<file path="config.mk">
export PLATFORM = sky130hd
export DESIGN_NAME = rws_square
export DESIGN_NICKNAME = d
export VERILOG_FILES = /design/src/design/rws_pkg.sv /design/src/design/rws_square.sv
export SDC_FILE = /design/constraint.sdc
export NUM_CORES = 2
export LEC_CHECK = 0
export BUFFER_PORTS_ARGS = -buffer_cell sky130_fd_sc_hd__buf_2
export CAP_MARGIN = 20
export CORE_MARGIN = 2
export CORE_UTILIZATION = 40
export DETAILED_ROUTE_END_ITERATION = 16
export SLEW_MARGIN = 20
export SYNTH_ARGS = -nofsm -noshare
export SYNTH_HDL_FRONTEND = slang
export SYNTH_SLANG_ARGS = --single-unit
export TNS_END_PERCENT = 30
</file>
<file path="constraint.sdc">
create_clock -name clk -period 12.96 [get_ports clk]
set_input_delay 0.648 -clock clk [delete_from_list [all_inputs] [get_ports clk]]
set_output_delay 0.648 -clock clk [all_outputs]
set_load 0.005 [all_outputs]
</file>
<file path="src/design/rws_pkg.sv">
`timescale 1ns / 1ps
package rws_pkg;

	localparam int IDX_W     = 12;
	localparam int LEN_W     = 13;
	localparam int STEP_W    = 32;
	localparam int K_W       = 13;
	localparam int ALPHA_W   = 32;
	localparam int BETA_W    = 34;
	localparam int PMAG_W    = 35;
	localparam int EXP_W     = 25;
	localparam int FRAC_W    = 17;
	localparam int SAMPLE_W  = 16;
	localparam int CFG_IDX_W = 1;
	localparam int CFG_DAT_W = 32;

	localparam logic [CFG_IDX_W-1:0] REG_PHASE_STEP = 1'd0;
	localparam logic [CFG_IDX_W-1:0] REG_LENGTH     = 1'd1;

	// 1.0 in Q.30
	localparam logic [PMAG_W-1:0] ONE_Q30 = PMAG_W'(36'h0_4000_0000);

	typedef struct packed {
		logic           kill;
		logic [K_W-1:0] k;
	} rws_fold_t;

	typedef struct packed {
		logic              kill;
		logic [BETA_W-1:0] beta;
	} rws_beta_t;

	typedef struct packed {
		logic              kill;
		logic              neg;
		logic [PMAG_W-1:0] pmag;
		logic [EXP_W-1:0]  e;
	} rws_exp_t;

	// exp(-m), Q.24
	function automatic logic [EXP_W-1:0] exp_int(input logic [3:0] m);
		logic [EXP_W-1:0] v;
		unique case (m)
			4'd0:  v = 25'd16777216;
			4'd1:  v = 25'd6171993;
			4'd2:  v = 25'd2270549;
			4'd3:  v = 25'd835288;
			4'd4:  v = 25'd307285;
			4'd5:  v = 25'd113044;
			4'd6:  v = 25'd41587;
			4'd7:  v = 25'd15299;
			4'd8:  v = 25'd5628;
			4'd9:  v = 25'd2070;
			4'd10: v = 25'd762;
			4'd11: v = 25'd280;
			4'd12: v = 25'd103;
			4'd13: v = 25'd38;
			4'd14: v = 25'd14;
			4'd15: v = 25'd5;
		endcase
		return v;
	endfunction

	// exp(-j/16), Q.16
	function automatic logic [FRAC_W-1:0] exp_frac(input logic [4:0] j);
		logic [FRAC_W-1:0] v;
		unique case (j)
			5'd0:  v = 17'd65536;
			5'd1:  v = 17'd61565;
			5'd2:  v = 17'd57835;
			5'd3:  v = 17'd54331;
			5'd4:  v = 17'd51039;
			5'd5:  v = 17'd47947;
			5'd6:  v = 17'd45042;
			5'd7:  v = 17'd42313;
			5'd8:  v = 17'd39750;
			5'd9:  v = 17'd37341;
			5'd10: v = 17'd35079;
			5'd11: v = 17'd32954;
			5'd12: v = 17'd30957;
			5'd13: v = 17'd29081;
			5'd14: v = 17'd27319;
			5'd15: v = 17'd25664;
			5'd16: v = 17'd24109;
			default: v = '0;
		endcase
		return v;
	endfunction

endpackage

</file>
<file path="src/design/rws_square.sv">
`timescale 1ns / 1ps
module rws_square (
	input  logic                       clk,
	input  logic                       arst_n,
	input  logic [rws_pkg::STEP_W-1:0] phase_step,
	input  logic                       in_valid,
	output logic                       in_ready,
	input  rws_pkg::rws_fold_t         in_data,
	output logic                       out_valid,
	input  logic                       out_ready,
	output rws_pkg::rws_beta_t         out_data
);
	import rws_pkg::*;

	localparam int AF_W = STEP_W + K_W;

	logic [AF_W-1:0]      alpha_full;
	logic [2*ALPHA_W-1:0] sq;
	logic                 v_s2, v_s3, en_s2, en_s3;
	logic                 kill_s2;
	logic [ALPHA_W-1:0]   alpha_s2;
	rws_beta_t            d_s3;

	assign alpha_full = {{K_W{1'b0}}, phase_step} * {{STEP_W{1'b0}}, in_data.k};
	assign sq         = {{ALPHA_W{1'b0}}, alpha_s2} * {{ALPHA_W{1'b0}}, alpha_s2};

	assign en_s3    = !v_s3 || out_ready;
	assign en_s2    = !v_s2 || en_s3;
	assign in_ready = en_s2;

	always_ff @(posedge clk or negedge arst_n) begin
		if (!arst_n) begin
			v_s2 <= 1'b0;
			v_s3 <= 1'b0;
		end else begin
			if (en_s2) v_s2 <= in_valid;
			if (en_s3) v_s3 <= v_s2;
		end
	end

	always_ff @(posedge clk) begin
		if (en_s2 && in_valid) begin
			// alpha of 4.0 or more means beta >= 16
			kill_s2  <= in_data.kill || (|alpha_full[AF_W-1:ALPHA_W]);
			alpha_s2 <= alpha_full[ALPHA_W-1:0];
		end
		if (en_s3 && v_s2) begin
			d_s3.kill <= kill_s2;
			d_s3.beta <= sq[2*ALPHA_W-1:30];
		end
	end

	assign out_valid = v_s3;
	assign out_data  = d_s3;

endmodule

</file>
==> run metrics <==
status=complete, no violations; final setup fails=0; Remaining DRCs=0; WP depth=27; post-route ant nets=0; total grt overflow=0; initial antenna violation count=1; critical path's slowest cell=edfxtp_1; hpwl dp=84800 um; clk slew on worst S/H paths=0.07 ns; Post-synth top cells=inv_1, fa_1, nand2_1, and2_1, ha_1; min Tclk post-route=9.04 ns; vias=just under 30k; Die Y=roughly 330 um; Setup Crit Path Kind=reg -> reg; Final #Nets=just over 6k; Final Max Slew Viols=0; hold slack final=0.444 ns; Tightest Pin Transition=a little under 0.9 ns; CTS Sinks=70; clock root cell=clkbuf_16; hold_buf cts=1; row cnt=120; Hold Vio Cnt, Final=0; GR Util All Layers=0.200; cell with the most instances after synthesis=inv_1; clock tree buffer depth=2; max cap viols=0; fillers=10.5k; CTS H-tree lvls=3; Area Overhead vs Synth=4.79%; Top Ports=87; Die ar.=111000 sq um; async set or reset register ratio after synthesis=0.0286; GP Congestion=a little under 0.9; Final Cycle Share=0.697; crit-path max cell delay=a little under 0.9 ns; crit-path max FO=19; Worst path top cell family by delay=adder cells; vias in the first global route=32.6k; mapped cell area=around 43000 sq um; CTS buffer count=9; core area=around 110000 sq um; FF+latch count, synth=70; CP most frequent cell=fa_1; Synth cell types=67; top cells by area, synth=fa_1, inv_1, ha_1; Total Neg Setup Slack=0 ns; cell taking the most area after synthesis=fa_1; first-pass GRT wire length=roughly 170000 um; synthesized net count=between 6k and 7k; final wirelength=106000 um; Yosys Warn Count=0; Die X=around 330 um; WHS Path Cells=2; Syn Inst Count=4586; worst min path class=in -> reg; largest net degree at the start of global routing=42; Yosys top cell area share=0.517; DR iter-0 viols=around 1.4k; RSZ-0062 raised after global routing=no; via-per-instance ratio=4.92; CP Data Required Time=13.09 ns; Detailed Routing Iterations Pass 1=5; post-synthesis average cell area=approximately 9.5 sq um; worst r2r path cells=27; worst skew pair latency=about 0.4 ns; Slew HR=0.421; TritonCTS clock tree=done; Post-synth EDFFs=about 70; CP startpoint kind=flip-flop; crit path buf inv count=5; Max Freq=111 MHz; CP Capture Type=flip-flop; share of layout cells above drive strength 1=0.0343; input/output buffers=86; sequential fraction of the synthesis area=0.0482; Worst Path Arrival=between 9 and 10 ns; Starting Density=0.404; wire per inst=roughly 18 um; post-cts gate resize count=0; Post-CTS Setup Repair Bufs=0; skew final=about 0.018 ns; Main synth FF type=edfxtp_1
-- sequential cells by signal, summed over array words and instances (netlist names) --
register	count
v_s2	1
out_data	35
out_valid	1
kill_s2	1
alpha_s2	32
-- kinds of logic after synthesis --
| group | Yosys count | share of synthesized area |
|---|---|---|
| compound gates | 299 | 0.0457 |
| flops | 70 | 0.0482 |
| fa+ha+maj | 1507 | 0.628 |
| mux | 5 | 0.00118 |
| simple gates | 1120 | 0.128 |
| xor+xnor | 103 | 0.0208 |
| buf+inv | 1482 | 0.128 |
-- cell usage in the layout, fill, tap and decap left out, types with 9 or more instances in the layout --
| cell type | count |
|---|---|
| nand2_1 | 513 |
| and2_1 | 431 |
| o21ai_0 | 34 |
| o21a_1 | 14 |
| o211ai_1 | 9 |
| ha_1 | 386 |
| clkbuf_16 | 9 |
| edfxtp_1 | 68 |
| inv_1 | 1304 |
| nor3_1 | 16 |
| xnor2_1 | 59 |
| a21o_1 | 42 |
| a21oi_1 | 95 |
| nand2b_1 | 12 |
| buf_4 | 35 |
| buf_2 | 86 |
| nor2_1 | 70 |
| and4_1 | 9 |
| nand3_1 | 16 |
| fa_1 | 1121 |
| nor2b_1 | 13 |
| a31oi_1 | 13 |
| and3_1 | 9 |
| nand4_1 | 15 |
| xor2_1 | 44 |
| o21bai_1 | 13 |
| o21ai_1 | 9 |
-- per-layer routing --
| layer | global-route usage | wire, um |
|---|---|---|
| met3 | 0.0261 | 6030 |
| met2 | 0.335 | 50700 |
| met4 | 0.0403 | 1990 |
| met1 | 0.279 | 46900 |
| met5 | 0 | 8 |
-- area by class of cell --
class | count | area [sq um] | area share
clock inverter | 6 | 62.6 | 0.00138
sequential | 70 | 2090 | 0.0460
timing repair buffer | 122 | 703 | 0.0155
inverter | 1304 | 4890 | 0.108
tap | 1403 | 1760 | 0.0386
multi-input combinational | 3034 | 35700 | 0.786
clock buffer | 10 | 229 | 0.00503
antenna | 1 | 2.50 | 0.0000550
-- metrics by stage --
stage	std cells	util	setup WS (ns)	area [sq um]
3_5_place_dp	5932	0.421	4.03	45200
5_1_grt	5949	0.424	3.63	45500
3_3_place_gp	5932	0.421	4.22	45200
2_1_floorplan	4586	-	5.24	43400
6_report	5950	0.424	3.92	45500
4_1_cts	5949	0.424	4.02	45500
-- worst paths after layout --
check / start / endpoint / slack (ns)
worst min register to register: v_s2 / out_valid / 0.50
worst max-delay path: alpha_s2[3] / out_data[32] / 3.92
worst max register to register: alpha_s2[3] / out_data[32] / 3.92
worst min-delay path: in_valid / v_s2 / 0.44
min in group asynchronous: arst_n / out_valid / 0.56
max in group asynchronous: arst_n / v_s2 / 12.30
Power is not shown: default switching activity piles up to over one toggle a cycle in this logic, so the estimate is an artifact.
