### config.mk
export PLATFORM = sky130hd
export DESIGN_NAME = rws_exp
export DESIGN_NICKNAME = d
export VERILOG_FILES = /design/src/design/rws_pkg.sv /design/src/design/rws_exp.sv
export SDC_FILE = /design/constraint.sdc
export NUM_CORES = 2
export LEC_CHECK = 0
export ABC_AREA = 0
export BUFFER_PORTS_ARGS = -buffer_cell sky130_fd_sc_hd__clkbuf_2
export CORE_AREA = 2 2 265 267
export DETAILED_ROUTE_END_ITERATION = 12
export DIE_AREA = 0 0 267 269
export HOLD_SLACK_MARGIN = 0.08
export PLACE_DENSITY_LB_ADDON = 0.2
export SYNTH_ARGS = -nofsm -noshare
export SYNTH_HDL_FRONTEND = slang
export SYNTH_SLANG_ARGS = --single-unit
### constraint.sdc
create_clock -name clk -period 7.6 [get_ports clk]
set_input_delay 0.38 -clock clk [delete_from_list [all_inputs] [get_ports clk]]
set_output_delay 0.38 -clock clk [all_outputs]
set_load 0.01 [all_outputs]
### src/design/rws_pkg.sv
`timescale 1ns / 1ps
package rws_pkg;

	localparam int IDX_W     = 12;
	localparam int LEN_W     = 13;
	localparam int STEP_W    = 32;
	localparam int K_W       = 13;
	localparam int ALPHA_W   = 32;
	localparam int BETA_W    = 34;
	localparam int PMAG_W    = 35;
	localparam int EXP_W     = 25;
	localparam int FRAC_W    = 17;
	localparam int SAMPLE_W  = 16;
	localparam int CFG_IDX_W = 1;
	localparam int CFG_DAT_W = 32;

	localparam logic [CFG_IDX_W-1:0] REG_PHASE_STEP = 1'd0;
	localparam logic [CFG_IDX_W-1:0] REG_LENGTH     = 1'd1;

	// 1.0 in Q.30
	localparam logic [PMAG_W-1:0] ONE_Q30 = PMAG_W'(36'h0_4000_0000);

	typedef struct packed {
		logic           kill;
		logic [K_W-1:0] k;
	} rws_fold_t;

	typedef struct packed {
		logic              kill;
		logic [BETA_W-1:0] beta;
	} rws_beta_t;

	typedef struct packed {
		logic              kill;
		logic              neg;
		logic [PMAG_W-1:0] pmag;
		logic [EXP_W-1:0]  e;
	} rws_exp_t;

	// exp(-m), Q.24
	function automatic logic [EXP_W-1:0] exp_int(input logic [3:0] m);
		logic [EXP_W-1:0] v;
		unique case (m)
			4'd0:  v = 25'd16777216;
			4'd1:  v = 25'd6171993;
			4'd2:  v = 25'd2270549;
			4'd3:  v = 25'd835288;
			4'd4:  v = 25'd307285;
			4'd5:  v = 25'd113044;
			4'd6:  v = 25'd41587;
			4'd7:  v = 25'd15299;
			4'd8:  v = 25'd5628;
			4'd9:  v = 25'd2070;
			4'd10: v = 25'd762;
			4'd11: v = 25'd280;
			4'd12: v = 25'd103;
			4'd13: v = 25'd38;
			4'd14: v = 25'd14;
			4'd15: v = 25'd5;
		endcase
		return v;
	endfunction

	// exp(-j/16), Q.16
	function automatic logic [FRAC_W-1:0] exp_frac(input logic [4:0] j);
		logic [FRAC_W-1:0] v;
		unique case (j)
			5'd0:  v = 17'd65536;
			5'd1:  v = 17'd61565;
			5'd2:  v = 17'd57835;
			5'd3:  v = 17'd54331;
			5'd4:  v = 17'd51039;
			5'd5:  v = 17'd47947;
			5'd6:  v = 17'd45042;
			5'd7:  v = 17'd42313;
			5'd8:  v = 17'd39750;
			5'd9:  v = 17'd37341;
			5'd10: v = 17'd35079;
			5'd11: v = 17'd32954;
			5'd12: v = 17'd30957;
			5'd13: v = 17'd29081;
			5'd14: v = 17'd27319;
			5'd15: v = 17'd25664;
			5'd16: v = 17'd24109;
			default: v = '0;
		endcase
		return v;
	endfunction

endpackage

### src/design/rws_exp.sv
`timescale 1ns / 1ps
module rws_exp (
	input  logic               clk,
	input  logic               arst_n,
	input  logic               in_valid,
	output logic               in_ready,
	input  rws_pkg::rws_beta_t in_data,
	output logic               out_valid,
	input  logic               out_ready,
	output rws_pkg::rws_exp_t  out_data
);
	import rws_pkg::*;

	localparam int DIFF_W = 12;
	localparam int R_W    = 26;

	logic [3:0]              m, m_s4;
	logic [3:0]              j;
	logic [R_W-1:0]          r;
	logic [FRAC_W-1:0]       lo, hi, lo_s4, f;
	logic [DIFF_W-1:0]       diff, t_s4;
	logic [DIFF_W+R_W-1:0]   iprod;
	logic [PMAG_W-1:0]       two_b, pmag, pmag_s4;
	logic                    neg, neg_s4, kill_s4;
	logic [EXP_W+FRAC_W-1:0] eprod;
	logic                    v_s4, v_s5, en_s4, en_s5;
	rws_exp_t                d_s5;

	always_comb begin
		m     = in_data.beta[33:30];
		j     = in_data.beta[29:26];
		r     = in_data.beta[R_W-1:0];
		lo    = exp_frac({1'b0, j});
		hi    = exp_frac({1'b0, j} + 5'd1);
		diff  = DIFF_W'(lo - hi);
		iprod = {{R_W{1'b0}}, diff} * {{DIFF_W{1'b0}}, r};
		two_b = {in_data.beta, 1'b0};
		neg   = two_b > ONE_Q30;
		pmag  = neg ? (two_b - ONE_Q30) : (ONE_Q30 - two_b);
	end

	assign f     = lo_s4 - {{(FRAC_W-DIFF_W){1'b0}}, t_s4};
	assign eprod = {{FRAC_W{1'b0}}, exp_int(m_s4)} * {{EXP_W{1'b0}}, f};

	assign en_s5    = !v_s5 || out_ready;
	assign en_s4    = !v_s4 || en_s5;
	assign in_ready = en_s4;

	always_ff @(posedge clk or negedge arst_n) begin
		if (!arst_n) begin
			v_s4 <= 1'b0;
			v_s5 <= 1'b0;
		end else begin
			if (en_s4) v_s4 <= in_valid;
			if (en_s5) v_s5 <= v_s4;
		end
	end

	always_ff @(posedge clk) begin
		if (en_s4 && in_valid) begin
			kill_s4 <= in_data.kill;
			m_s4    <= m;
			lo_s4   <= lo;
			t_s4    <= iprod[DIFF_W+R_W-1:R_W];
			neg_s4  <= neg;
			pmag_s4 <= pmag;
		end
		if (en_s5 && v_s4) begin
			d_s5.kill <= kill_s4;
			d_s5.neg  <= neg_s4;
			d_s5.pmag <= pmag_s4;
			d_s5.e    <= eprod[EXP_W+16-1:16];
		end
	end

	assign out_valid = v_s5;
	assign out_data  = d_s5;

	a_e_range: assert property (@(posedge clk) disable iff (!arst_n)
		v_s5 |-> d_s5.e <= EXP_W'(25'h100_0000))
		else $error("exp result above 1.0");

endmodule

==> impl_metrics.yaml <==
outcome:
  status: "complete, but fails checks"
  violations: "setup timing"
timing:
  final.min_clock_period_ps: 8120
  setup_slack_ps: -519
  slew_headroom_pct: 27.0
  whs_ps: 118
  clock-skew-final_ps: 21.0
  drv_slew: 0
  rsz0062_at_grt: "true"
  tightestPinTransition_ps: 1060
  max_freq_ghz: 0.123
  fin_setup_tns_ps: -6540
  setup_violations: 26
  finalHoldViolCount: 0
  finalCritPeriodShare_pct: 107
worst_setup_path:
  critPathArrivalTime_ps: 8340
  crit_type: "reg2reg"
  cp-start-kind: "flop"
  cp_max_fo: 7
  slowest_stage: "fa_1"
  end_kind: "flop"
  crit_required_ps: 7820
  cp_slowest_stage_delay_ps: 570
  reg2reg_slack_ps: -520
  cpMostUsedCell: "fa_1"
  ff2ff_path_depth: 32
placed_design:
  gp_congestion: 0.876
  place_hpwl_mm: 63.0
  port_buffers: 101
  placed_cells: 4490
  place_ws_ps: -991
global_routing:
  overflow: 0
  met2_usage_pct: 40.9
  busiest_layer: "met2"
  grt_usage_pct: 23.2
  antenna_found_initial: 2
  grt_max_degree: 62
  grt_pass1_wl_mm: 129
  grt_use_met3_pct: 3.15
  gr-usage-met1_pct: 29.4
  grt_pass1_vias: 24000
detailed_routing:
  drt_iter0_drc: 1166
  ant_nets: 0
  firstDrtPassIters: 5
  wl_per_cell_um: 17.3
  via_per_inst: 4.93
  vias: 22800
  routed_wirelength_mm: 80.2
  drc: 0
synth:
  synth.avg_cell_area_um2: 9.14
  syn_nets: 4138
  synth_cell_types: 78
  ys_warn_count: 0
  synthTopCellsByArea: "fa_1 (36%), edfxtp_1 (13%), ha_1 (10%), inv_1 (8.9%), nand2_1 (5.9%)"
  yosysMostFrequentCell: "inv_1"
  synth_cells: 3298
  mappedNetlistArea_um2: 30200
  synth_top_area_share_pct: 36.4
  ys_async_sr_fraction_pct: 1.30
  synth_top_cell_by_area: "fa_1"
  synth_edf_count: 130
  seq_area_frac_synth_pct: 14.6
  synthFlopType: "edfxtp_1"
  netlist_top_cells_count: "inv_1 (719), fa_1 (549), nand2_1 (476), ha_1 (252), and2_1 (162)"
  ys_ff_latch: 154
clock_tree:
  clkTransAtPathRegs_ps: 80
  cts_buffers: 17
  clkLatencyLatePin_ps: 480
  cts_tree: "built"
  root_buffer: "clkbuf_16"
  cts_buffer_depth: 2
  htreeDepth: 4
  cts.sinks: 154
cells_and_area:
  nets: 4510
  syn2layout_area_growth_pct: 22.6
  fin_cells: 4624
  drive_above_1_share_pct: 22.3
job:
  drv_cap: 0
die:
  core_um2: 69300
  fp.dieW_um: 267
  num_rows: 97
  die_h_um: 269
  fp.dieArea_um2: 71800
  start_util_pct: 43.5
  ios: 103
hold_path:
  holdPathStages: 1
  hp-class: "in2reg"
worst max-delay path: cells and delay by family (launching register included):
kind	cells	cell delay (ps)
compound gates	12	2130
xor+xnor	1	100
fa+ha+maj	8	3750
buf+inv	7	670
flops	1	430
simple gates	4	800
repair_timing:
action | 4_1_cts | 5_1_grt
setup buffers | 42 | 60
pin swaps | 60 | 114
setup endpoints to repair | 35 | 35
endpoints found under the hold margin | 4 | 0
cloned | 3 | 0
hold buffers | 3 | 0
gates resized for setup | 144 | 177
metal layers:
metal / vias up / part of all wire (%) / routed length [µm]
li1: 10800 / - / -
met1: 11400 / 43 / 34800
met2: 512 / 50 / 40100
met3: 111 / 3.9 / 3150
met4: 2 / 2.7 / 2160
met5: - / 0.017 / 14
cells in the final DEF (no fill, tap or decap), drive strengths merged, types with 16 or more instances in the layout:
cell / instances
a21boi: 16
a21oi: 69
and2: 162
and3: 26
buf: 420
clkbuf: 119
dfxtp: 22
edfxtp: 130
fa: 549
ha: 252
inv: 728
mux2: 22
mux2i: 54
nand2: 477
nand2b: 139
nand3: 27
nor2: 99
nor2b: 22
nor3: 27
nor3b: 17
o21ai: 61
xnor2: 59
xor2: 20
cells by family after synthesis:
kind of cell | Yosys count | share of synthesized area [%]
and+or+nand+nor | 1034 | 16.7
adders and majority gates | 801 | 46.9
muxes | 76 | 2.61
xor gates and xnor gates | 79 | 2.29
other | 1 | 0.0124
AOI/OAI and AO/OA | 261 | 5.71
DFF | 154 | 14.6
buffers and inverters | 892 | 11.2
per-stage QoR:
| stage | utilization [%] | cell area, µm² |
|---|---|---|
| 2_1_floorplan | - | 30400 |
| 3_3_place_gp | 49.2 | 34100 |
| 3_5_place_dp | 49.2 | 34100 |
| 4_1_cts | 51.6 | 35800 |
| 5_1_grt | 53.3 | 37000 |
| 6_report | 53.3 | 37000 |
worst paths after layout:
path / start / endpoint
min reg2reg: pmag_s4[33] / out_data[58]
min: in_data[32] / m_s4[2]
min in group asynchronous: arst_n / out_valid
max: t_s4[1] / out_data[24]
max in group asynchronous: arst_n / v_s4
max reg2reg: t_s4[1] / out_data[24]
area by class of cell:
cell class	instances	area, µm²
Inverter	721	2720
Timing Repair Buffer	524	4190
Fill cell	6384	32300
Multi-Input combinational cell	2252	23800
Clock buffer	18	429
Antenna cell	1	2.50
Sequential cell	154	4390
Clock inverter	14	214
Tap cell	940	1180
Power is left out: the tool's default activity adds up to more than one toggle a clock period on the data nets, which glitch-free logic cannot reach.
