--- config.mk ---
export PLATFORM = sky130hd
export DESIGN_NAME = rws_fold
export DESIGN_NICKNAME = d
export VERILOG_FILES = /design/src/design/rws_pkg.sv /design/src/design/rws_fold.sv
export SDC_FILE = /design/constraint.sdc
export NUM_CORES = 1
export LEC_CHECK = 0
export ABC_AREA = 1
export BUFFER_PORTS_ARGS = -buffer_cell sky130_fd_sc_hd__clkbuf_2
export CELL_PAD_IN_SITES_DETAIL_PLACEMENT = 1
export CELL_PAD_IN_SITES_GLOBAL_PLACEMENT = 1
export CORE_MARGIN = 2
export CORE_UTILIZATION = 35
export DETAILED_ROUTE_END_ITERATION = 8
export PLACE_DENSITY_LB_ADDON = 0.1
export SETUP_SLACK_MARGIN = 0.02
export SLEW_MARGIN = 0
export SYNTH_ARGS = -nofsm -noshare
export SYNTH_HDL_FRONTEND = slang
export SYNTH_SLANG_ARGS = --single-unit
--- constraint.sdc ---
create_clock -name clk -period 1.75 [get_ports clk]
set_clock_uncertainty 0.05 [all_clocks]
set_input_delay 0.175 -clock clk [delete_from_list [all_inputs] [get_ports clk]]
set_output_delay 0.175 -clock clk [all_outputs]
set_load 0.005 [all_outputs]
--- src/design/rws_pkg.sv ---
`timescale 1ns / 1ps
package rws_pkg;

	localparam int IDX_W     = 12;
	localparam int LEN_W     = 13;
	localparam int STEP_W    = 32;
	localparam int K_W       = 13;
	localparam int ALPHA_W   = 32;
	localparam int BETA_W    = 34;
	localparam int PMAG_W    = 35;
	localparam int EXP_W     = 25;
	localparam int FRAC_W    = 17;
	localparam int SAMPLE_W  = 16;
	localparam int CFG_IDX_W = 1;
	localparam int CFG_DAT_W = 32;

	localparam logic [CFG_IDX_W-1:0] REG_PHASE_STEP = 1'd0;
	localparam logic [CFG_IDX_W-1:0] REG_LENGTH     = 1'd1;

	// 1.0 in Q.30
	localparam logic [PMAG_W-1:0] ONE_Q30 = PMAG_W'(36'h0_4000_0000);

	typedef struct packed {
		logic           kill;
		logic [K_W-1:0] k;
	} rws_fold_t;

	typedef struct packed {
		logic              kill;
		logic [BETA_W-1:0] beta;
	} rws_beta_t;

	typedef struct packed {
		logic              kill;
		logic              neg;
		logic [PMAG_W-1:0] pmag;
		logic [EXP_W-1:0]  e;
	} rws_exp_t;

	// exp(-m), Q.24
	function automatic logic [EXP_W-1:0] exp_int(input logic [3:0] m);
		logic [EXP_W-1:0] v;
		unique case (m)
			4'd0:  v = 25'd16777216;
			4'd1:  v = 25'd6171993;
			4'd2:  v = 25'd2270549;
			4'd3:  v = 25'd835288;
			4'd4:  v = 25'd307285;
			4'd5:  v = 25'd113044;
			4'd6:  v = 25'd41587;
			4'd7:  v = 25'd15299;
			4'd8:  v = 25'd5628;
			4'd9:  v = 25'd2070;
			4'd10: v = 25'd762;
			4'd11: v = 25'd280;
			4'd12: v = 25'd103;
			4'd13: v = 25'd38;
			4'd14: v = 25'd14;
			4'd15: v = 25'd5;
		endcase
		return v;
	endfunction

	// exp(-j/16), Q.16
	function automatic logic [FRAC_W-1:0] exp_frac(input logic [4:0] j);
		logic [FRAC_W-1:0] v;
		unique case (j)
			5'd0:  v = 17'd65536;
			5'd1:  v = 17'd61565;
			5'd2:  v = 17'd57835;
			5'd3:  v = 17'd54331;
			5'd4:  v = 17'd51039;
			5'd5:  v = 17'd47947;
			5'd6:  v = 17'd45042;
			5'd7:  v = 17'd42313;
			5'd8:  v = 17'd39750;
			5'd9:  v = 17'd37341;
			5'd10: v = 17'd35079;
			5'd11: v = 17'd32954;
			5'd12: v = 17'd30957;
			5'd13: v = 17'd29081;
			5'd14: v = 17'd27319;
			5'd15: v = 17'd25664;
			5'd16: v = 17'd24109;
			default: v = '0;
		endcase
		return v;
	endfunction

endpackage

--- src/design/rws_fold.sv ---
`timescale 1ns / 1ps
module rws_fold #(
	parameter int MAX_LEN = 4096
) (
	input  logic                         clk,
	input  logic                         arst_n,
	input  logic [rws_pkg::STEP_W-1:0]   phase_step,
	input  logic [rws_pkg::LEN_W-1:0]    length,
	input  logic                         in_valid,
	output logic                         in_ready,
	input  logic [rws_pkg::IDX_W-1:0]    index,
	output logic                         out_valid,
	input  logic                         out_ready,
	output rws_pkg::rws_fold_t           out_data
);
	import rws_pkg::*;

	localparam int CW = 17;
	localparam logic [CW-1:0] MAX_LEN_V = CW'(MAX_LEN);

	logic [CW-1:0] len_raw, len_c, idx_w, half, k_back;
	logic          kill;
	logic [K_W-1:0] k;
	logic          v_s1;
	rws_fold_t     d_s1;
	logic          en_s1;

	always_comb begin
		len_raw = {{(CW-LEN_W){1'b0}}, length};
		len_c   = len_raw;
		if (len_raw == '0) begin
			len_c = CW'(1);
		end
		if (len_raw > MAX_LEN_V) begin
			len_c = MAX_LEN_V;
		end
		idx_w  = {{(CW-IDX_W){1'b0}}, index};
		half   = len_c >> 1;
		k_back = len_c - idx_w;
		// zero step: only index 0 survives, and k = 0 yields 1.0 by itself
		kill   = (idx_w >= len_c) || ((phase_step == '0) && (index != '0));
		k      = (idx_w <= half) ? K_W'(idx_w) : K_W'(k_back);
	end

	assign en_s1    = !v_s1 || out_ready;
	assign in_ready = en_s1;

	always_ff @(posedge clk or negedge arst_n) begin
		if (!arst_n) begin
			v_s1 <= 1'b0;
		end else if (en_s1) begin
			v_s1 <= in_valid;
		end
	end

	always_ff @(posedge clk) begin
		if (en_s1 && in_valid) begin
			d_s1.kill <= kill;
			d_s1.k    <= k;
		end
	end

	assign out_valid = v_s1;
	assign out_data  = d_s1;

	a_k_range: assert property (@(posedge clk) disable iff (!arst_n)
		v_s1 && !d_s1.kill |-> d_s1.k <= K_W'(4096))
		else $error("folded index out of range");

endmodule

==> results of run 1 <==
[where the power goes]
group	switching (mW)	internal (mW)	leakage, nW	total [mW]
Combinational	0.511	0.435	1.88	0.947
Clock	0.116	0.161	0.0228	0.277
Sequential	0.00905	0.445	0.146	0.454
Total	0.636	1.04	2.05	1.68
[layer usage]
metal | global-route usage (%) | share of wire (%)
met5 | 0 | 0
met4 | 6.16 | 1.0
met3 | 1.28 | 2.7
met2 | 45.9 | 54
met1 | 27.3 | 42
[flip-flops by register name, summed over array words and instances (netlist names)]
signal and count:
out_valid 1, out_data 14
[cells by family (layout without fill, tap and decap cells)]
group	count (synthesis)	in the layout	synth area share (%)
buf+inv	69	207	12.5
fa+ha+maj	37	37	20.9
compound gates	22	22	6.18
xor+xnor	3	3	1.17
simple gates	204	206	39.4
flops	15	15	19.8
[stage by stage]
stage | power [mW] | hold WS [ps] | setup TNS (ps) | setup WS, ps
after floorplan | 0.923 | -171 | -4160 | -380
final | 1.68 | 95.8 | -6950 | -540
after global placement | 1.26 | -100 | -9890 | -722
after global routing | 1.80 | 121 | -8250 | -630
after detailed placement | 1.30 | -95.4 | -11410 | -839
after CTS | 1.66 | 90.0 | -6550 | -528
[timing repair]
action,in CTS,in global routing
cloned,3,0
pin swaps,28,9
setup endpoints to repair,14,14
gates resized for setup,42,16
hold buffers,1,0
endpoints found under the hold margin,1,0
buffers inserted,2,0
[critical path, cell delays in order]
cell and delay (ps):
clkbuf_16 130, clkinv_8 40, nand2_4 40, nor3_2 100
nand3_1 120, nor2_2 130, inv_2 80, nand2_4 160
nand2_4 90, ha_4 240, a21oi_2 120, nor2_1 70
nor2_2 150, nand2_1 90, nand2_2 90, nand2_4 100
buf_6 160, nand3_1 90, nand2_1 60
[Yosys cell counts (all sizes together)]
cell type / n / share of area (%)
edfxtp: 14 / 19
xnor2: 1 / 0.39
fa: 1 / 0.89
nor3: 3 / 0.67
o21a: 1 / 0.33
o21ai: 3 / 1.2
nand3b: 4 / 1.3
buf: 3 / 1.5
xor2: 2 / 0.78
dfrtp: 1 / 1.1
clkbuf: 1 / 0.17
nand2: 125 / 22
nor4: 7 / 1.9
o21bai: 1 / 0.33
nor2: 31 / 5.5
nand4: 5 / 1.4
a21oi: 15 / 3.7
ha: 36 / 20
inv: 65 / 11
a211oi: 1 / 0.33
nand3: 29 / 6.9
a21o: 1 / 0.33
[how the worst max path moves through the flow]
stage	slack, ps	start	to
floorplan	-380	length[5]	out_data[12]
global placement	-720	length[5]	out_data[12]
detailed placement	-840	length[5]	out_data[10]
CTS	-530	length[5]	out_data[6]
global route	-630	length[5]	out_data[10]
finish	-540	length[5]	out_data[10]
[final cells by class]
| class | count | area, um2 |
|---|---|---|
| fillers | 832 | 2590 |
| multi-input cells | 268 | 1960 |
| repair buffers | 138 | 882 |
| flip-flops and latches | 15 | 445 |
| inverters | 65 | 259 |
| well taps | 77 | 96.3 |
| clock buffers | 4 | 45.0 |
==> flow_metrics.tcl, run 1 <==
set metrics [dict create \
    ff2ff_path_depth 2 \
    drive_gt1_share_pct 45.5 \
    die_y_um 84.2 \
    finalSetupViolations 14 \
    ant_nets 0 \
    netlist_area_um2 2250 \
    drtIter0Drc 53 \
    area_delta_synth_final_pct 63.9 \
    holdPathEnd "out_valid" \
    drc 0 \
    synth_cell_types 28 \
    powerDensity_nw_per_um2 455 \
    rsz0062_at_grt "true" \
    cts_buffers 3 \
    fin_cells 567 \
    grt_max_degree 15 \
    crit_type "input pin to register" \
    dr.pass1.iters 4 \
    hold_violations 0 \
    die_w_um 84.2 \
    grt_pass1_wl_um 13400 \
    synth_fp_nets 448 \
    wl_per_cell_um 14.4 \
    grt_usage_pct 23.4 \
    peakVddDrop_mv 0.477 \
    cts_tree "built" \
    ys_seq_elements 15 \
    antenna_found_initial 0 \
    placement.io_buffers 76 \
    crit_path_start_kind "input pin" \
    required_ps 1700 \
    grt_overflow_total 0 \
    io_pins 77 \
    cp_max_fo 6 \
    post_dp_cell_area_um2 3350 \
    viasPerCell 4.88 \
    r2r-start "out_valid" \
    period_minus_slack_ps 2290 \
    hp-start "in_valid" \
    relSlewSlack_pct 75.4 \
    finalMaxSlewViolations 0 \
    drt_wl_total_um 8180 \
    cp.arrival_ps 2240 \
    outcome "finished, violations left" \
    layout_setup_ws_ps -540 \
    cap_viol_max_count 0 \
    synth_warnings 0 \
    min_period_over_period_pct 131 \
    rows 29 \
    worst_pin_slew_ps 366 \
    violations "setup timing" \
    min_path_cells 3 \
    hp-class "input pin to register" \
    worstReg2RegEnd "out_data[13]" \
    final_common_cell "nand2_1" \
    dieArea_um2 7080 \
    clock_latency_ps 250 \
    syn_inst 350 \
    layout_common_cells "nand2_1 (98), clkbuf_2 (74), buf_4 (59), inv_1 (58), nor2_1 (23)" \
    syn_area_per_cell_um2 6.42 \
    grt_pass1_vias 2909 \
    end_kind "register" \
    final_util_pct 58.7 \
    fin_area_um2 3680 \
    yosysSeqAreaShare_pct 19.8 \
    dpl.cell_count 557 \
    cts.path.max_buffers 2 \
    r2r_setup_slack_ps 590 \
    dp_hpwl_um 6800 \
    clkSinkCount 15 \
    coreArea_um2 6280 \
    initial_core_util_pct 35.8 \
    routed-via-count 2767 \
    fmax_mhz 437 \
    antenna_cells 0 \
    routabilityCongestion 0.894 \
    p_leak_nw 2.05 \
    finalNetCount 589 \
    path_clk_slew_ps 60 \
    h-tree-depth 1 \
    ctsRootBufferMaster "clkbuf_8" \
]
(Power assumes the default switching activity.)
==> inputs of run 2 (changes only) <==
--- a/config.mk
+++ b/config.mk
@@ -13,6 +13,7 @@
 export CORE_UTILIZATION = 35
 export DETAILED_ROUTE_END_ITERATION = 8
 export PLACE_DENSITY_LB_ADDON = 0.1
+export REMOVE_ABC_BUFFERS = 1
 export SETUP_SLACK_MARGIN = 0.02
 export SLEW_MARGIN = 0
 export SYNTH_ARGS = -nofsm -noshare
==> flow_metrics.tcl, run 2 (same netlist as run 1, synthesis figures left out) <==
set metrics [dict create \
    worst_pin_slew_ps 468 \
    cp_max_fo 3 \
    combPwrFrac_pct 60.1 \
    drt_wl_total_um 10500 \
    routabilityCongestion 0.849 \
    relSlewSlack_pct 68.5 \
    n_fill_cell 798 \
    drtIter0Drc 127 \
    rsz0062_at_grt "true" \
    cts.path.max_buffers 2 \
    dp_slack_ps -830 \
    peakVddDrop_mv 0.364 \
    wl_per_cell_um 18.0 \
    r2r_setup_slack_ps 610 \
    antenna_found_initial 0 \
    hold_violations 0 \
    fmax_mhz 433 \
    dieArea_um2 7080 \
    finalSetupViolations 14 \
    grt_pass1_vias 3124 \
    dp_hpwl_um 6690 \
    layout_setup_ws_ps -562 \
    dr.pass1.iters 4 \
    coreArea_um2 6280 \
    powerDensity_nw_per_um2 467 \
    p_leak_nw 2.12 \
    clkSinkCount 15 \
    period_minus_slack_ps 2310 \
    h-tree-depth 1 \
    drive_gt1_share_pct 51.5 \
    io_pins 77 \
    required_ps 1710 \
    cp.arrival_ps 2270 \
    grt_pass1_wl_um 14800 \
    cts_tree "built" \
    end_kind "register" \
    crit_path_start_kind "input pin" \
    grt_overflow_total 0 \
    ctsRootBufferMaster "clkbuf_8" \
    path_clk_slew_ps 60 \
    die_w_um 84.2 \
    largest_reg_flops 14 \
    hold_ws_ps 81.6 \
    register_area_um2 445 \
    initial_core_util_pct 35.8 \
    placement.io_buffers 76 \
    grt_max_degree 15 \
    clock_power_share_pct 15.1 \
    crit_type "input pin to register" \
    min_period_over_period_pct 132 \
    power_switching_uw 724 \
    antenna_cells 0 \
    rows 29 \
    area_delta_synth_final_pct 74.1 \
    cap_viol_max_count 0 \
    cts_buffers 3 \
    die_y_um 84.2 \
    routed-via-count 3056 \
    ant_nets 0 \
    finalNetCount 602 \
    hp-start "in_valid" \
    p_sw_share_pct 39.6 \
    multi_input_area_um2 2100 \
    final_common_cell "nand2_1" \
    viasPerCell 5.27 \
    finalMaxSlewViolations 0 \
    clock_latency_ps 250 \
    holdPathEnd "out_valid" \
    layout_common_cells "nand2_1 (84), clkbuf_2 (74), buf_4 (70), inv_1 (53), nand2_2 (24)" \
    ff2ff_path_depth 2 \
    worstReg2RegEnd "out_data[2]" \
    drc 0 \
    outcome "finished, violations left" \
    hp-class "input pin to register" \
    internal_power_mw 1.10 \
    pwr-share-seq_pct 24.8 \
    min_path_cells 3 \
    violations "setup timing" \
    r2r-start "out_valid" \
    grt_usage_pct 26.2 \
]
[run 2: cell count changes in the layout (fill, tap and decap cells not counted), sizes merged]
cell	previous run	this run
inv	64	65
buf	62	76
clkinv	1	0
clkbuf	79	78
[run 2: what timing repair did]
item	CTS	global route
pin swaps	12	8
setup buffers	7	0
hold endpoints to repair	1	0
endpoints found under the setup margin	14	14
gates resized for setup	90	40
gates cloned	3	0
hold buffers	1	0
[run 2: worst max-delay path, cell delays in order]
cell	delay, ps
buf_6	100
inv_2	40
nand2_2	50
nor3_2	110
nand3_1	100
nor2_1	140
inv_2	100
o21bai_1	200
nand2_2	110
ha_4	180
fa_2	350
inv_2	80
nand3_2	80
nand3_4	100
nand2_2	100
nand3_2	80
nand2_1	50
nand3_1	80
nand2_1	50
[run 2: power groups by stage]
stage / sequential, mW / combinational [mW] / clock, mW
2_1_floorplan: 0.466 / 0.386 / 0
3_3_place_gp: 0.460 / 0.748 / 0
3_5_place_dp: 0.461 / 0.784 / 0
4_1_cts: 0.454 / 0.964 / 0.288
5_1_grt: 0.455 / 1.19 / 0.299
6_report: 0.453 / 1.10 / 0.277
[run 2: metrics by stage]
step	total power [mW]	TNS [ps]	instance area, um2	util (%)	instances
finish	1.83	-6910	3920	62.4	580
global route	1.94	-9100	3920	62.4	580
CTS	1.71	-4710	3760	59.9	580
detailed placement	1.25	-10740	3180	50.7	565
global placement	1.21	-9520	3180	50.7	565
floorplan	0.852	-6120	2210	-	346
[run 2: routing by layer]
layer	up-vias	track usage (%)	share of wire, %
li1	1425	-	-
met1	1484	29.2	38
met2	118	49.9	53
met3	29	2.56	5.3
met4	0	11.0	3.2
met5	-	0	0
[run 2: cell type report]
type                       count  area share (%)
multi-input combinational    268            53.6
timing repair buffer         151            25.1
sequential                    15            11.4
inverter                      65            6.36
tap                           77            2.46
clock buffer                   4            1.15
[run 2: how the worst max path moves through the flow]
stage	start	to	slack, ps
detailed placement	length[4]	out_data[12]	-830
global placement	length[5]	out_data[12]	-730
global route	length[5]	out_data[6]	-780
floorplan	length[5]	out_data[12]	-540
finish	length[5]	out_data[6]	-560
CTS	length[4]	out_data[10]	-390
==> inputs of run 3 (changes only) <==
--- a/config.mk
+++ b/config.mk
@@ -6,7 +6,7 @@
 export NUM_CORES = 1
 export LEC_CHECK = 0
 export ABC_AREA = 1
-export BUFFER_PORTS_ARGS = -buffer_cell sky130_fd_sc_hd__clkbuf_2
+export BUFFER_PORTS_ARGS = -buffer_cell sky130_fd_sc_hd__buf_2
 export CELL_PAD_IN_SITES_DETAIL_PLACEMENT = 1
 export CELL_PAD_IN_SITES_GLOBAL_PLACEMENT = 1
 export CORE_MARGIN = 2
==> flow_metrics.tcl, run 3 (same netlist as run 1, synthesis figures left out) <==
set metrics [dict create \
    finalSetupViolations 14 \
    largest_reg_flops 14 \
    min_period_over_period_pct 139 \
    ant_nets 0 \
    powerDensity_nw_per_um2 465 \
    initial_core_util_pct 35.8 \
    fmax_mhz 411 \
    end_kind "register" \
    ctsRootBufferMaster "clkbuf_8" \
    final_util_pct 61.6 \
    io_pins 77 \
    routabilityCongestion 0.869 \
    crit_type "input pin to register" \
    viasPerCell 5.21 \
    cp_max_fo 5 \
    grt_usage_pct 23.1 \
    cts_tree "built" \
    finalMaxSlewViolations 0 \
    rows 29 \
    cp.arrival_ps 2380 \
    hold_violations 0 \
    h-tree-depth 1 \
    hold_ws_ps 82.5 \
    violations "setup timing" \
    grt_overflow_total 0 \
    period_minus_slack_ps 2430 \
    drc 0 \
    coreArea_um2 6280 \
    post_dp_cell_area_um2 3170 \
    required_ps 1690 \
    layout_common_cells "nand2_1 (92), buf_2 (74), buf_4 (69), inv_1 (53), nor2_1 (26)" \
    layout_setup_ws_ps -684 \
    placement.io_buffers 76 \
    routed-via-count 3028 \
    clkSinkCount 15 \
    grt_pass1_vias 2947 \
    p_leak_nw 2.07 \
    wl_per_cell_um 17.9 \
    worst_pin_slew_ps 388 \
    outcome "finished, violations left" \
    drt_wl_total_um 10400 \
    dp_slack_ps -891 \
    power_mw 1.80 \
    clock_latency_ps 240 \
    die_y_um 84.2 \
    final_common_cell "nand2_1" \
    cts.path.max_buffers 2 \
    path_clk_slew_ps 60 \
    rsz0062_at_grt "true" \
    fin_area_um2 3870 \
    dieArea_um2 7080 \
    n_fill_cell 798 \
    grt_max_degree 15 \
    grt_pass1_wl_um 13300 \
    antenna_found_initial 0 \
    hp-class "input pin to register" \
    drtIter0Drc 93 \
    dr.pass1.iters 4 \
    crit_path_start_kind "input pin" \
    peakVddDrop_mv 0.302 \
    relSlewSlack_pct 73.9 \
    finalNetCount 603 \
    die_w_um 84.2 \
    dp_hpwl_um 6510 \
    antenna_cells 0 \
    cap_viol_max_count 0 \
    area_delta_synth_final_pct 72.0 \
    drive_gt1_share_pct 49.4 \
    cts_buffers 3 \
]
run 3: cell count changes in the layout (fill, tap and decap cells not counted), moves of 2 or more:
cell	before	now
buf_2	0	74
clkbuf_2	74	0
ha_2	0	2
ha_4	17	14
nand2_1	84	92
nand2_4	17	4
nand2_8	2	7
nand3_1	18	16
nand3_2	8	10
nor2_1	22	26
nor2_4	4	0
run 3: worst paths after layout:
kind	start	to	slack, ps	cells after the start
setup / recovery	length[6]	out_data[13]	-680	16
hold / removal	in_valid	out_valid	80	3
setup reg to reg	out_valid	out_data[2]	600	2
hold reg to reg	out_valid	out_valid	470	2
max in group asynchronous	arst_n	out_valid	1390	2
min in group asynchronous	arst_n	out_valid	180	2
run 3: final cells by class:
| class | instances | area [um2] | share of cell area (%) |
|---|---|---|---|
| inverters | 65 | 249 | 6.44 |
| repair buffers | 152 | 1010 | 26.1 |
| multi-input cells | 268 | 2020 | 52.3 |
| clock buffers | 4 | 45.0 | 1.17 |
| flip-flops and latches | 15 | 445 | 11.5 |
| well taps | 77 | 96.3 | 2.49 |
run 3: stage by stage:
| stage | setup TNS (ps) | std cells |
|---|---|---|
| global route | -9460 | 581 |
| CTS | -4800 | 574 |
| global placement | -9840 | 563 |
| detailed placement | -11580 | 563 |
| floorplan | -6120 | 346 |
| finish | -7700 | 581 |
run 3: power breakdown:
part / total [mW] / internal (mW) / switching (mW)
logic: 1.07 / 0.488 / 0.583
clock network: 0.276 / 0.161 / 0.115
registers: 0.453 / 0.445 / 0.00848
total: 1.80 / 1.09 / 0.706
run 3: routing by layer:
layer,up-vias,share of wire [%],track usage [%]
met3,40,6.5,1.97
met1,1417,37,26.8
met2,148,52,44.4
met4,0,4.7,7.04
met5,-,0,0
li1,1423,-,-
run 3: worst max-delay path, cell delays in order:
cell and delay, ps:
buf_2 120, nor3_2 160, nand3_1 90, nor2_1 130
inv_2 90, buf_12 130, nand2_8 130, nand2_8 70
inv_2 80, ha_4 230, a21oi_2 170, nor2_1 80
a211oi_1 350, nand2_1 150, nand2_1 120, nand3_1 90
run 3: repair_timing:
item	CTS	global route
cloned	2	1
resized for setup	78	35
pin swaps	14	29
endpoints found under the setup margin	14	14
endpoints found under the hold margin	1	0
buffers inserted	4	6
hold buffers	1	0
